<file path="config.mk">
export PLATFORM = sky130hd
export DESIGN_NAME = tce_front_flat
export DESIGN_NICKNAME = d
export VERILOG_FILES = /design/src/sv/tce_pkg.sv /design/src/sv/tce_in_if.sv /design/src/sv/tce_front.sv /design/src/flat_wrapper.sv
export SDC_FILE = /design/constraint.sdc
export NUM_CORES = 1
export LEC_CHECK = 0
export BUFFER_PORTS_ARGS = -buffer_cell sky130_fd_sc_hd__buf_2
export CAP_MARGIN = 40
export CELL_PAD_IN_SITES_DETAIL_PLACEMENT = 1
export CELL_PAD_IN_SITES_GLOBAL_PLACEMENT = 1
export CORE_UTILIZATION = 45
export DETAILED_ROUTE_END_ITERATION = 12
export PLACE_DENSITY_LB_ADDON = 0.1
export REMOVE_ABC_BUFFERS = 1
export SLEW_MARGIN = 25
export SYNTH_ARGS = -nofsm -noshare
export SYNTH_HDL_FRONTEND = slang
export SYNTH_SLANG_ARGS = --single-unit
</file>
<file path="constraint.sdc">
create_clock -name i_clk -period 5.34 [get_ports i_clk]
set_input_delay 0.534 -clock i_clk [delete_from_list [all_inputs] [get_ports i_clk]]
set_output_delay 0.534 -clock i_clk [all_outputs]
set_load 0.005 [all_outputs]
</file>
<file path="src/sv/tce_pkg.sv">
`timescale 1ns / 1ps

package tce_pkg;

    // Default geometry
    localparam int ROWS_DEF       = 25;
    localparam int COLS_DEF       = 80;
    localparam int FIRST_LINE_DEF = 1;

    // Front-to-back queue depth
    localparam int Q_DEPTH = 2;

    // Control characters
    localparam logic [7:0] CH_BS    = 8'd8;
    localparam logic [7:0] CH_TAB   = 8'd9;
    localparam logic [7:0] CH_LF    = 8'd10;
    localparam logic [7:0] CH_FF    = 8'd12;
    localparam logic [7:0] CH_CR    = 8'd13;
    localparam logic [7:0] CH_SPACE = 8'h20;

    // Opcodes
    localparam logic OP_CHAR = 1'b0;
    localparam logic OP_READ = 1'b1;

    // Configuration register indexes
    localparam logic [1:0] CFG_BLINK = 2'd0;
    localparam logic [1:0] CFG_BG    = 2'd1;
    localparam logic [1:0] CFG_FG    = 2'd2;

    localparam logic [3:0] FG_RESET = 4'd10;

    typedef enum logic [2:0] {
        K_PUT,
        K_BS,
        K_TAB,
        K_LF,
        K_FF,
        K_CR,
        K_READ,
        K_NONE
    } t_kind;

    typedef struct packed {
        t_kind      kind;
        logic [7:0] ch;
        logic [4:0] row;
        logic [6:0] col;
    } t_entry;

    typedef enum logic [1:0] {
        S_IDLE,
        S_READ,
        S_SWEEP
    } t_state;

endpackage

</file>
<file path="src/sv/tce_in_if.sv">
`timescale 1ns / 1ps

interface tce_in_if;
    logic       valid;
    logic       ready;
    logic       opcode;
    logic [7:0] char_code;
    logic [4:0] read_row;
    logic [6:0] read_column;

    modport source (output valid, opcode, char_code, read_row, read_column, input ready);
    modport sink   (input valid, opcode, char_code, read_row, read_column, output ready);
endinterface

</file>
<file path="src/sv/tce_front.sv">
`timescale 1ns / 1ps

module tce_front #(
    parameter int ROWS = tce_pkg::ROWS_DEF,
    parameter int COLS = tce_pkg::COLS_DEF
) (
    input  logic            i_clk,
    input  logic            i_rst_n,
    tce_in_if.sink          in_ch,
    input  logic            i_init_done,
    output logic            o_q_valid,
    output tce_pkg::t_entry o_q_entry,
    input  logic            i_q_ready
);

    localparam int QAW = $clog2(tce_pkg::Q_DEPTH);
    localparam int QCW = $clog2(tce_pkg::Q_DEPTH + 1);

    tce_pkg::t_entry r_q [tce_pkg::Q_DEPTH];
    logic [QAW-1:0]  r_wp;
    logic [QAW-1:0]  r_rp;
    logic [QCW-1:0]  r_cnt;

    tce_pkg::t_entry entry;
    logic            push;
    logic            pop;

    // Classify the incoming word
    always_comb begin
        entry.ch   = in_ch.char_code;
        entry.row  = in_ch.read_row;
        entry.col  = in_ch.read_column;
        entry.kind = tce_pkg::K_PUT;
        if (in_ch.opcode == tce_pkg::OP_READ) begin
            if ((7'(in_ch.read_row) < 7'(ROWS)) && (8'(in_ch.read_column) < 8'(COLS))) begin
                entry.kind = tce_pkg::K_READ;
            end else begin
                entry.kind = tce_pkg::K_NONE;
            end
        end else begin
            case (in_ch.char_code)
                tce_pkg::CH_BS:  entry.kind = tce_pkg::K_BS;
                tce_pkg::CH_TAB: entry.kind = tce_pkg::K_TAB;
                tce_pkg::CH_LF:  entry.kind = tce_pkg::K_LF;
                tce_pkg::CH_FF:  entry.kind = tce_pkg::K_FF;
                tce_pkg::CH_CR:  entry.kind = tce_pkg::K_CR;
                default:         entry.kind = tce_pkg::K_PUT;
            endcase
        end
    end

    assign in_ch.ready = i_init_done && (r_cnt != QCW'(tce_pkg::Q_DEPTH));
    assign push        = in_ch.valid && in_ch.ready;
    assign o_q_valid   = (r_cnt != '0);
    assign o_q_entry   = r_q[r_rp];
    assign pop         = o_q_valid && i_q_ready;

    always_ff @(posedge i_clk) begin
        if (push) begin
            r_q[r_wp] <= entry;
        end
    end

    always_ff @(posedge i_clk) begin
        if (!i_rst_n) begin
            r_wp  <= '0;
            r_rp  <= '0;
            r_cnt <= '0;
        end else begin
            if (push) begin
                r_wp <= r_wp + 1'b1;
            end
            if (pop) begin
                r_rp <= r_rp + 1'b1;
            end
            if (push && !pop) begin
                r_cnt <= r_cnt + 1'b1;
            end else if (pop && !push) begin
                r_cnt <= r_cnt - 1'b1;
            end
        end
    end

endmodule

</file>
<file path="src/flat_wrapper.sv">
// flat-port wrapper written by rule: the top's interface ports become plain ports
module tce_front_flat 
#(
    parameter int ROWS = tce_pkg::ROWS_DEF,
    parameter int COLS = tce_pkg::COLS_DEF
)
  (i_clk, i_rst_n, i_init_done, o_q_valid, o_q_entry, i_q_ready, in_ch_valid, in_ch_opcode, in_ch_char_code, in_ch_read_row, in_ch_read_column, in_ch_ready);
  tce_in_if in_ch_i ();
  input  logic i_clk;
  input  logic i_rst_n;
  input  logic i_init_done;
  output logic o_q_valid;
  output tce_pkg::t_entry o_q_entry;
  input  logic i_q_ready;
  input wire logic [$bits(in_ch_i.valid)-1:0] in_ch_valid;
  input wire logic [$bits(in_ch_i.opcode)-1:0] in_ch_opcode;
  input wire logic [$bits(in_ch_i.char_code)-1:0] in_ch_char_code;
  input wire logic [$bits(in_ch_i.read_row)-1:0] in_ch_read_row;
  input wire logic [$bits(in_ch_i.read_column)-1:0] in_ch_read_column;
  output wire logic [$bits(in_ch_i.ready)-1:0] in_ch_ready;
  assign in_ch_i.valid = in_ch_valid;
  assign in_ch_i.opcode = in_ch_opcode;
  assign in_ch_i.char_code = in_ch_char_code;
  assign in_ch_i.read_row = in_ch_read_row;
  assign in_ch_i.read_column = in_ch_read_column;
  assign in_ch_ready = in_ch_i.ready;
  tce_front #(.ROWS(ROWS), .COLS(COLS)) u_core (.i_clk(i_clk), .i_rst_n(i_rst_n), .in_ch(in_ch_i), .i_init_done(i_init_done), .o_q_valid(o_q_valid), .o_q_entry(o_q_entry), .i_q_ready(i_q_ready));
endmodule
</file>
==> flow_results.org, run 1 <==
** Critical path
- On the critical path the largest part of the delay comes from flip-flops.
- The worst setup path is launched from a flop.
- Cells traversed along the worst timing path :: buf_8 > mux2_2 > buf_2
- Critical Path Slowest Stage Cell :: sky130_fd_sc_hd__dfxtp_1
- Critical path data required time :: 4.81 ns
- In this run the worst path has a maximum fanout of 16.
- Number of buffer and inverter instances along the worst setup path :: 2
- Setup slack on the worst reg-to-reg path comes out at 3.28 ns.
- The worst setup path is captured at an output port.
- CP peak stage delay :: 0.60 ns
- Setup CP Type :: reg2out
- Crit path arrival time :: 1.62 ns

** Clocking
- Buffers added to address setup during post-CTS repair amount to 0.
- TritonCTS built the clock tree.
- The root buffer cell chosen for the clock tree is sky130_fd_sc_hd__clkbuf_8.
- H-tree lvl count :: 2
- After clock tree synthesis, the clock-pin slew on the worst setup and hold paths is 0.09 ns.
- Counting along the longest clock path gives a buffer depth of 2.
- Gates resized during post-CTS repair numbered 0.
- Hold_buf cts :: 0
- Later-pin clock latency in the skew report :: 0.29 ns
- The number of clock buffers added by TritonCTS is 5.
- Number of clock sinks seen by CTS :: 51

** Layout
- Once layout is complete, the utilization of the core stands at 58.86%.
- Net count, final :: 196
- Antenna diode count :: 0
- Fillcell total :: 413
- The post-route netlist has 49.41% of its cells at a drive strength greater than 1.
- Area added between synthesis and finish :: 22.53%

** Floorplan
- Pin placement for this block handled 51 I/O pins.
- Die Width :: 68.28 um
- Starting utilization of the core area :: 48.04%
- After floorplanning, the core was divided into 23 placement rows.
- The die covers 4662 sq um.
- Die height :: 68.28 um
- After floorplanning, the core was sized to cover 4115 sq um.

** Route
- Detailed route wirelength on metal2 :: 2309 um
- Detail Route met3 WL :: 140 um
- Sum of routed wire length over all layers :: 3933 um
- DR top layer :: met4
- Initial DRC count :: 75
- Dividing the detail-routed via count by the number of cells gives 5.118.
- The first detailed-routing pass took 4 iterations.
- In the routed design, unresolved DRC markers number 0.
- Total number of vias :: 1126
- Number of nets with antenna violations after detailed routing :: 0
- Average detailed-routed wire length per instance :: 17.88 um
- Met1 wire length :: 1444 um

** STA
- After layout, the worst setup slack is 3.188 ns.
- Worst clock skew on the final layout :: 0.007654 ns
- Worst-case headroom to the max-slew limit :: 53.38%
- In the final timing run, aggregate negative setup slack is 0 ns.
- At the pin with the least slew margin, the transition time is 0.6976 ns.
- The final number of hold-violating endpoints was 0.
- Dividing the final minimum period by the clock period gives 40.30%.
- Period minus WS final :: 2.152 ns
- Achievable clock frequency :: 0.4647 GHz
- Setup repair after global routing left no endpoint under its margin.
- Slew Viols, Final :: 0
- Setup violations remaining at the end of the flow were counted as 0.

** Global route
- Entering global routing, the biggest net connects 24 pins.
- Via count of the first global-routing pass :: 1239
- Wire length of the first global-routing pass :: 6058 um
- Total congestion overflow :: 0
- Gr usage total :: 19.06%
- Antenna violations before repair :: 0

** Synthesis
- Area share of the leading cell type in the synthesized netlist :: 69.87%
- Area leader, netlist :: sky130_fd_sc_hd__edfxtp_1
- Proportion of synthesized flip-flops having asynchronous set or reset :: 0%
- Synthesis produced 113 cells.
- Most frequently used cell type in the post-synthesis netlist :: sky130_fd_sc_hd__edfxtp_1
- Post-synthesis compound-gate area fraction :: 3.608%
- Synthesis instantiated 25 different standard cells from the library.
- Number of synthesized flops with an enable pin :: 46
- For this run, the leading register cell type out of synthesis is sky130_fd_sc_hd__edfxtp_1.
- Syn. warnings :: 0
- Mux cell area share after synthesis :: 13.61%
- After synthesis, the largest family of logic cells by area is multiplexers.
- Sorting the synthesized cells by area gives the leading types as sky130_fd_sc_hd__edfxtp_1 (70%), sky130_fd_sc_hd__mux2_2 (13%), sky130_fd_sc_hd__dfxtp_1 (5.1%).
- In this run the mean area of a mapped cell was 17.49 sq um.
- The cell area that synthesis handed to floorplanning was 1977 sq um.
- Post-synthesis simple-gate area fraction :: 3.987%
- The synthesized design contains 51 register bits.
- Summing the areas of all xor and xnor instances in the mapped netlist gives 1.772% of the synthesized area.
- Synth Area in Adders :: 0.6329%
- Ranked by instance count, the synthesized netlist is headed by sky130_fd_sc_hd__edfxtp_1 (46), sky130_fd_sc_hd__mux2_2 (23), sky130_fd_sc_hd__dfxtp_1 (5), sky130_fd_sc_hd__inv_1 (5), sky130_fd_sc_hd__nor2_1 (5).
- Part of the Yosys area used for sequential elements :: 74.94%

** Placed design
- Routability-driven placement finished with a final weighted congestion of 0.7153.
- Prior to clock tree synthesis, the placed netlist has a worst setup slack of 3.289 ns.
- Dpl hpwl :: 2798 um
- Number of buffers inserted by port buffering :: 50

** Power
- Leakage power summed over all cells :: 0.9120 nW
- Power density normalized to cell area :: 418.1 nW/um^2
- VDD sags by at most 0.2927 mV.

** Worst hold path
- The path class of the tightest hold or removal check is in2reg.

** Flow run
- Max-cap violations in this run came to 0.

** Outcome
- The flow ran to the end, and the final reports show no timing, DRC or antenna violations.
[where the power goes]
group,switching [mW],leakage (nW),internal (mW)
sequential,0.0288,0.463,0.480
combinational,0.111,0.391,0.133
clock,0.121,0.0581,0.139
total,0.260,0.912,0.753
[worst reg2reg max path, cell delays in order (launching register included)]
cell,delay (ns)
sky130_fd_sc_hd__dfxtp_1,0.39
sky130_fd_sc_hd__inv_1,0.07
sky130_fd_sc_hd__o211ai_1,0.54
sky130_fd_sc_hd__inv_1,0.13
sky130_fd_sc_hd__ha_1,0.34
sky130_fd_sc_hd__or3_1,0.37
sky130_fd_sc_hd__a21boi_1,0.15
[worst paths after layout]
check	start	to	cells after the start
max	flop	o_q_entry[20]	3
min	in_ch_read_column[1]	u_core.r_q[1][1]	1
max reg2reg	u_core.r_cnt[1]	u_core.r_cnt[1]	6
min reg2reg	u_core.r_cnt[1]	u_core.r_cnt[1]	2
[placed cells by master, fill, tap and decap left out]
| cell | instances |
|---|---|
| sky130_fd_sc_hd__buf_2 | 50 |
| sky130_fd_sc_hd__edfxtp_1 | 46 |
| sky130_fd_sc_hd__mux2_2 | 23 |
| sky130_fd_sc_hd__inv_1 | 5 |
| sky130_fd_sc_hd__dfxtp_1 | 5 |
| sky130_fd_sc_hd__clkbuf_8 | 5 |
| sky130_fd_sc_hd__nor2_1 | 3 |
| sky130_fd_sc_hd__xnor2_1 | 3 |
| sky130_fd_sc_hd__and2_1 | 3 |
| sky130_fd_sc_hd__nand2_1 | 3 |
| sky130_fd_sc_hd__o211ai_1 | 2 |
| sky130_fd_sc_hd__or3_1 | 2 |
| sky130_fd_sc_hd__nor2_4 | 2 |
| sky130_fd_sc_hd__nand3_1 | 1 |
| sky130_fd_sc_hd__o31ai_1 | 1 |
| sky130_fd_sc_hd__nor2b_1 | 1 |
| sky130_fd_sc_hd__a21oi_1 | 1 |
| sky130_fd_sc_hd__nand4_1 | 1 |
| sky130_fd_sc_hd__o311ai_0 | 1 |
| sky130_fd_sc_hd__o21ai_1 | 1 |
| sky130_fd_sc_hd__a21boi_0 | 1 |
| sky130_fd_sc_hd__a41o_1 | 1 |
| sky130_fd_sc_hd__xor2_1 | 1 |
| sky130_fd_sc_hd__o21ai_0 | 1 |
| sky130_fd_sc_hd__a21boi_1 | 1 |
| sky130_fd_sc_hd__mux2i_1 | 1 |
| sky130_fd_sc_hd__ha_1 | 1 |
| sky130_fd_sc_hd__clkinv_4 | 1 |
| sky130_fd_sc_hd__clkinv_2 | 1 |
| sky130_fd_sc_hd__bufinv_16 | 1 |
| sky130_fd_sc_hd__buf_8 | 1 |
[stage by stage]
step / instances / total power [mW] / hold WS, ns / cell area [sq um]
finish: 220 / 1.013 / 0.4284 / 2422
global route: 220 / 1.065 / 0.4190 / 2422
CTS: 220 / 1.027 / 0.4205 / 2422
detailed placement: 212 / 0.7653 / 0.5304 / 2310
global placement: 211 / 0.7392 / 0.4732 / 2285
floorplan: 111 / 0.6506 / 0.4514 / 1967
[logic make-up (layout without fill, tap and decap cells)]
group                      Yosys count  after routing
and+or+nand+nor                     16             16
adders and majority gates            1              1
muxes                               24             24
DFF                                 51             51
AOI/OAI and AO/OA                   10             10
buffers and inverters                7             64
xor gates and xnor gates             4              4
[area by class of cell]
type	count	area (sq um)	area share, %
Clock buffer	5	68.82	2.841
Clock inverter	3	43.79	1.808
Inverter	5	18.77	0.7748
Multi-Input combinational cell	55	481.7	19.89
Sequential cell	51	1481	61.16
Tap cell	50	62.56	2.583
Timing Repair Buffer	51	265.3	10.95
[per-layer routing]
metal | vias to the layer above | track usage [%]
met5 | - | 0
li1 | 542 | -
met1 | 554 | 19.87
met4 | 0 | 7.552
met2 | 26 | 36.76
met3 | 4 | 3.667
[registers in the layout, summed over array words and instances, names as in the netlist, named ones only]
| register | count |
|---|---|
| u_core.r_wp | 1 |
| u_core.r_rp | 1 |
| u_core.r_cnt | 2 |
| u_core.r_q | 46 |
(Power assumes the default switching activity.)
==> run 2, diff against run 1 <==
Settings changed: CORE_UTILIZATION 45 to 38.
Clock period 5.34 ns to 1.8 ns, I/O delays scaled along.
==> flow_results.org, run 2 (synthesis gave the netlist of run 1 again) <==
** Global route
- Largest net degree at the start of global routing :: 24 (unchanged)
- The overall routing resource usage was 14.98% (was 19.06%).
- Via count of the first global-routing pass :: 1214 (was 1239)
- Wire length of the first global-routing pass :: 5671 um (was 6058 um)
- Total congestion overflow :: 0 (unchanged)
- Antenna violations before repair :: 0 (unchanged)

** Route
- The total iterations of the first detailed-routing run is 4 (unchanged).
- Via density per instance :: 4.809 (was 5.118)
- The routed length per instance came to 15.57 um (was 17.88 um).
- The number of vias in the routed layout came to 1159 (was 1126).
- Post-route DRC violation count :: 0 (unchanged)
- The final antenna-violating net count is 0 (unchanged).
- Sum of routed wire length over all layers :: 3752 um (was 3933 um)
- Initial DRC count :: 48 (was 75)

** STA
- Achievable clock frequency :: 0.6181 GHz
- Worst-case headroom to the max-slew limit :: 64.95% (was 53.38%)
- Number of failing hold endpoints at the final stage :: 0 (unchanged)
- RSZ-0062 raised after global routing: no (unchanged).
- The worst-case clock skew was 0.001726 ns (was 0.007654 ns).
- Slew Viols, Final :: 0 (unchanged)
- Period minus WS final :: 1.618 ns
- Worst slew pin tran :: 0.5192 ns (was 0.6976 ns)
- Final clock period utilization by the worst path :: 89.88%
- Final setup violation count :: 0 (unchanged)
- Worst setup margin :: 0.1822 ns (was 3.188 ns)
- Worst hold margin :: 0.06555 ns (was 0.4284 ns)

** Layout
- The number of antenna repair diodes came to 0 (unchanged).
- Area added between synthesis and finish :: 25.32% (was 22.53%)
- Largest registers :: u_core.r_q (46), u_core.r_cnt (2) (unchanged)
- Largest register FFs :: 46 (unchanged)
- Reg area :: 1483 sq um (was 1481 sq um)
- Most flop-heavy register :: u_core.r_q (unchanged)
- Post-route cell area :: 2477 sq um (was 2422 sq um)
- Leading cell type in the layout, fill and taps excluded :: sky130_fd_sc_hd__buf_2 (unchanged)
- The post-route non-filler standard cell count was 241 (was 220).
- Combined area of the multi-input logic cells :: 471.7 sq um (was 481.7 sq um)
- The count of fill cells added during filler insertion came to 495 (was 413).
- Share of layout cells above drive strength 1 :: 50.57% (was 49.41%)
- Net count, final :: 200 (was 196)
- Most frequent cells in the layout: sky130_fd_sc_hd__buf_2 (50), sky130_fd_sc_hd__edfxtp_1 (46), sky130_fd_sc_hd__mux2_2 (23) (unchanged).

** Critical path
- The maximum net fanout on the critical path was 5 (was 16).
- Setup CP Type :: reg2reg (was reg2out)
- The depth of the most critical reg-to-reg path came to 6 (unchanged).
- Crit path arrival time :: 1.84 ns (was 1.62 ns)
- Critical Path Start Type :: flop (unchanged)
- Capturing element type of the critical path :: flop (was output port)
- Critical path data required time :: 2.02 ns (was 4.81 ns)

** Power
- The reported leakage power came to 0.9334 nW (was 0.9120 nW).
- The areal power density over the cells is 1213 nW/um^2 (was 418.1 nW/um^2).
- Worst vdd rail ir drop :: 0.6052 mV (was 0.2927 mV)
- Overall power :: 3.005 mW (was 1.013 mW)

** Placed design
- Placed cell count :: 233 (was 212)
- The weighted congestion at the end of routability-driven global placement came to 0.6435 (was 0.7153).
- The number of buffers added on ports came to 50 (unchanged).
- The worst slack at placement was 0.1289 ns (was 3.289 ns).
- Placed Area :: 2369 sq um (was 2310 sq um)
- The total half-perimeter wirelength after legalization and detailed placement was 2690 um (was 2798 um).

** Clocking
- CTS buffer count :: 5 (unchanged)
- Hold_buf cts :: 0 (unchanged)
- Buffer cell driving the clock tree root :: sky130_fd_sc_hd__clkbuf_8 (unchanged)
- Number of clock sinks seen by CTS :: 51 (unchanged)
- TritonCTS clock tree :: built (unchanged)
- Clock slew seen by the registers of the worst setup and hold paths :: 0.09 ns (about the same)
- The deepest clock path buffer count is 2 (unchanged).
- The worst-skew pair later-pin latency is 0.30 ns (was 0.29 ns).
- The H-tree depth reported by CTS came to 2 (unchanged).

** Floorplan
- Row count :: 25 (was 23)
- The vertical extent of the die came to 74.13 um (was 68.28 um).
- The count of pins on the block boundary came to 51 (unchanged).
- The die area came to 5495 sq um (was 4662 sq um).
- Area of the core :: 4848 sq um (was 4115 sq um)
- The starting density of the core is 40.77% (was 48.04%).
- Die Width :: 74.13 um (was 68.28 um)

** Worst hold path
- The number of cells on the worst hold path came to 1 (unchanged).
- Classification of the worst-slack hold path :: in2reg (unchanged)

** Outcome
- Run status :: completed (unchanged)

** Flow run
- Max Cap Viol :: 0 (unchanged)
[run 2: cell count changes in the layout (fill, tap and decap cells not counted), sizes merged]
cell / before / now
buf: 51 / 55
[run 2: final cells by class]
cell class	count	area share, %
clock buffer	5	2.778
clock inverter	3	1.566
inverter	5	0.7576
tap	67	3.384
sequential	51	59.85
timing repair buffer	55	12.63
multi-input combinational	55	19.04
[run 2: what timing repair did]
item,CTS,global route
setup buffers,0,0
gates resized for setup,0,1
endpoints found under the setup margin,0,1
[run 2: final timing paths]
path	startpoint	endpoint	slack, ns
setup / recovery	u_core.r_cnt[1]	u_core.r_cnt[1]	0.18
hold / removal	in_ch_read_column[1]	u_core.r_q[1][1]	0.07
setup reg to reg	u_core.r_cnt[1]	u_core.r_cnt[1]	0.18
hold reg to reg	u_core.r_wp	u_core.r_wp	0.51
[run 2: metrics by stage]
stage | util [%] | TNS (ns)
floorplan | - | -8.034
global placement | 48.85 | 0
detailed placement | 48.85 | 0
CTS | 51.07 | 0
global route | 51.10 | 0
finish | 51.10 | 0
[run 2: where the power goes]
| group | internal, mW | switching, mW |
|---|---|---|
| clock | 0.407 | 0.353 |
| combinational | 0.415 | 0.353 |
| sequential | 1.42 | 0.0517 |
| total | 2.25 | 0.759 |
[run 2: worst max-delay path, stage by stage (launching register included)]
cell and delay [ns]:
sky130_fd_sc_hd__dfxtp_2 0.36, sky130_fd_sc_hd__inv_1 0.06, sky130_fd_sc_hd__o211ai_1 0.21, sky130_fd_sc_hd__inv_1 0.07
sky130_fd_sc_hd__ha_1 0.32, sky130_fd_sc_hd__or3_1 0.35, sky130_fd_sc_hd__a21boi_1 0.16
[run 2: routing by layer]
| metal | vias to the layer above | wire length (um) | GRT usage, % |
|---|---|---|---|
| li1 | 552 | - | - |
| met1 | 569 | 1460 | 15.88 |
| met2 | 36 | 2026 | 26.77 |
| met3 | 2 | 241 | 5.827 |
| met4 | 0 | 24 | 5.769 |
| met5 | - | 0 | 0 |
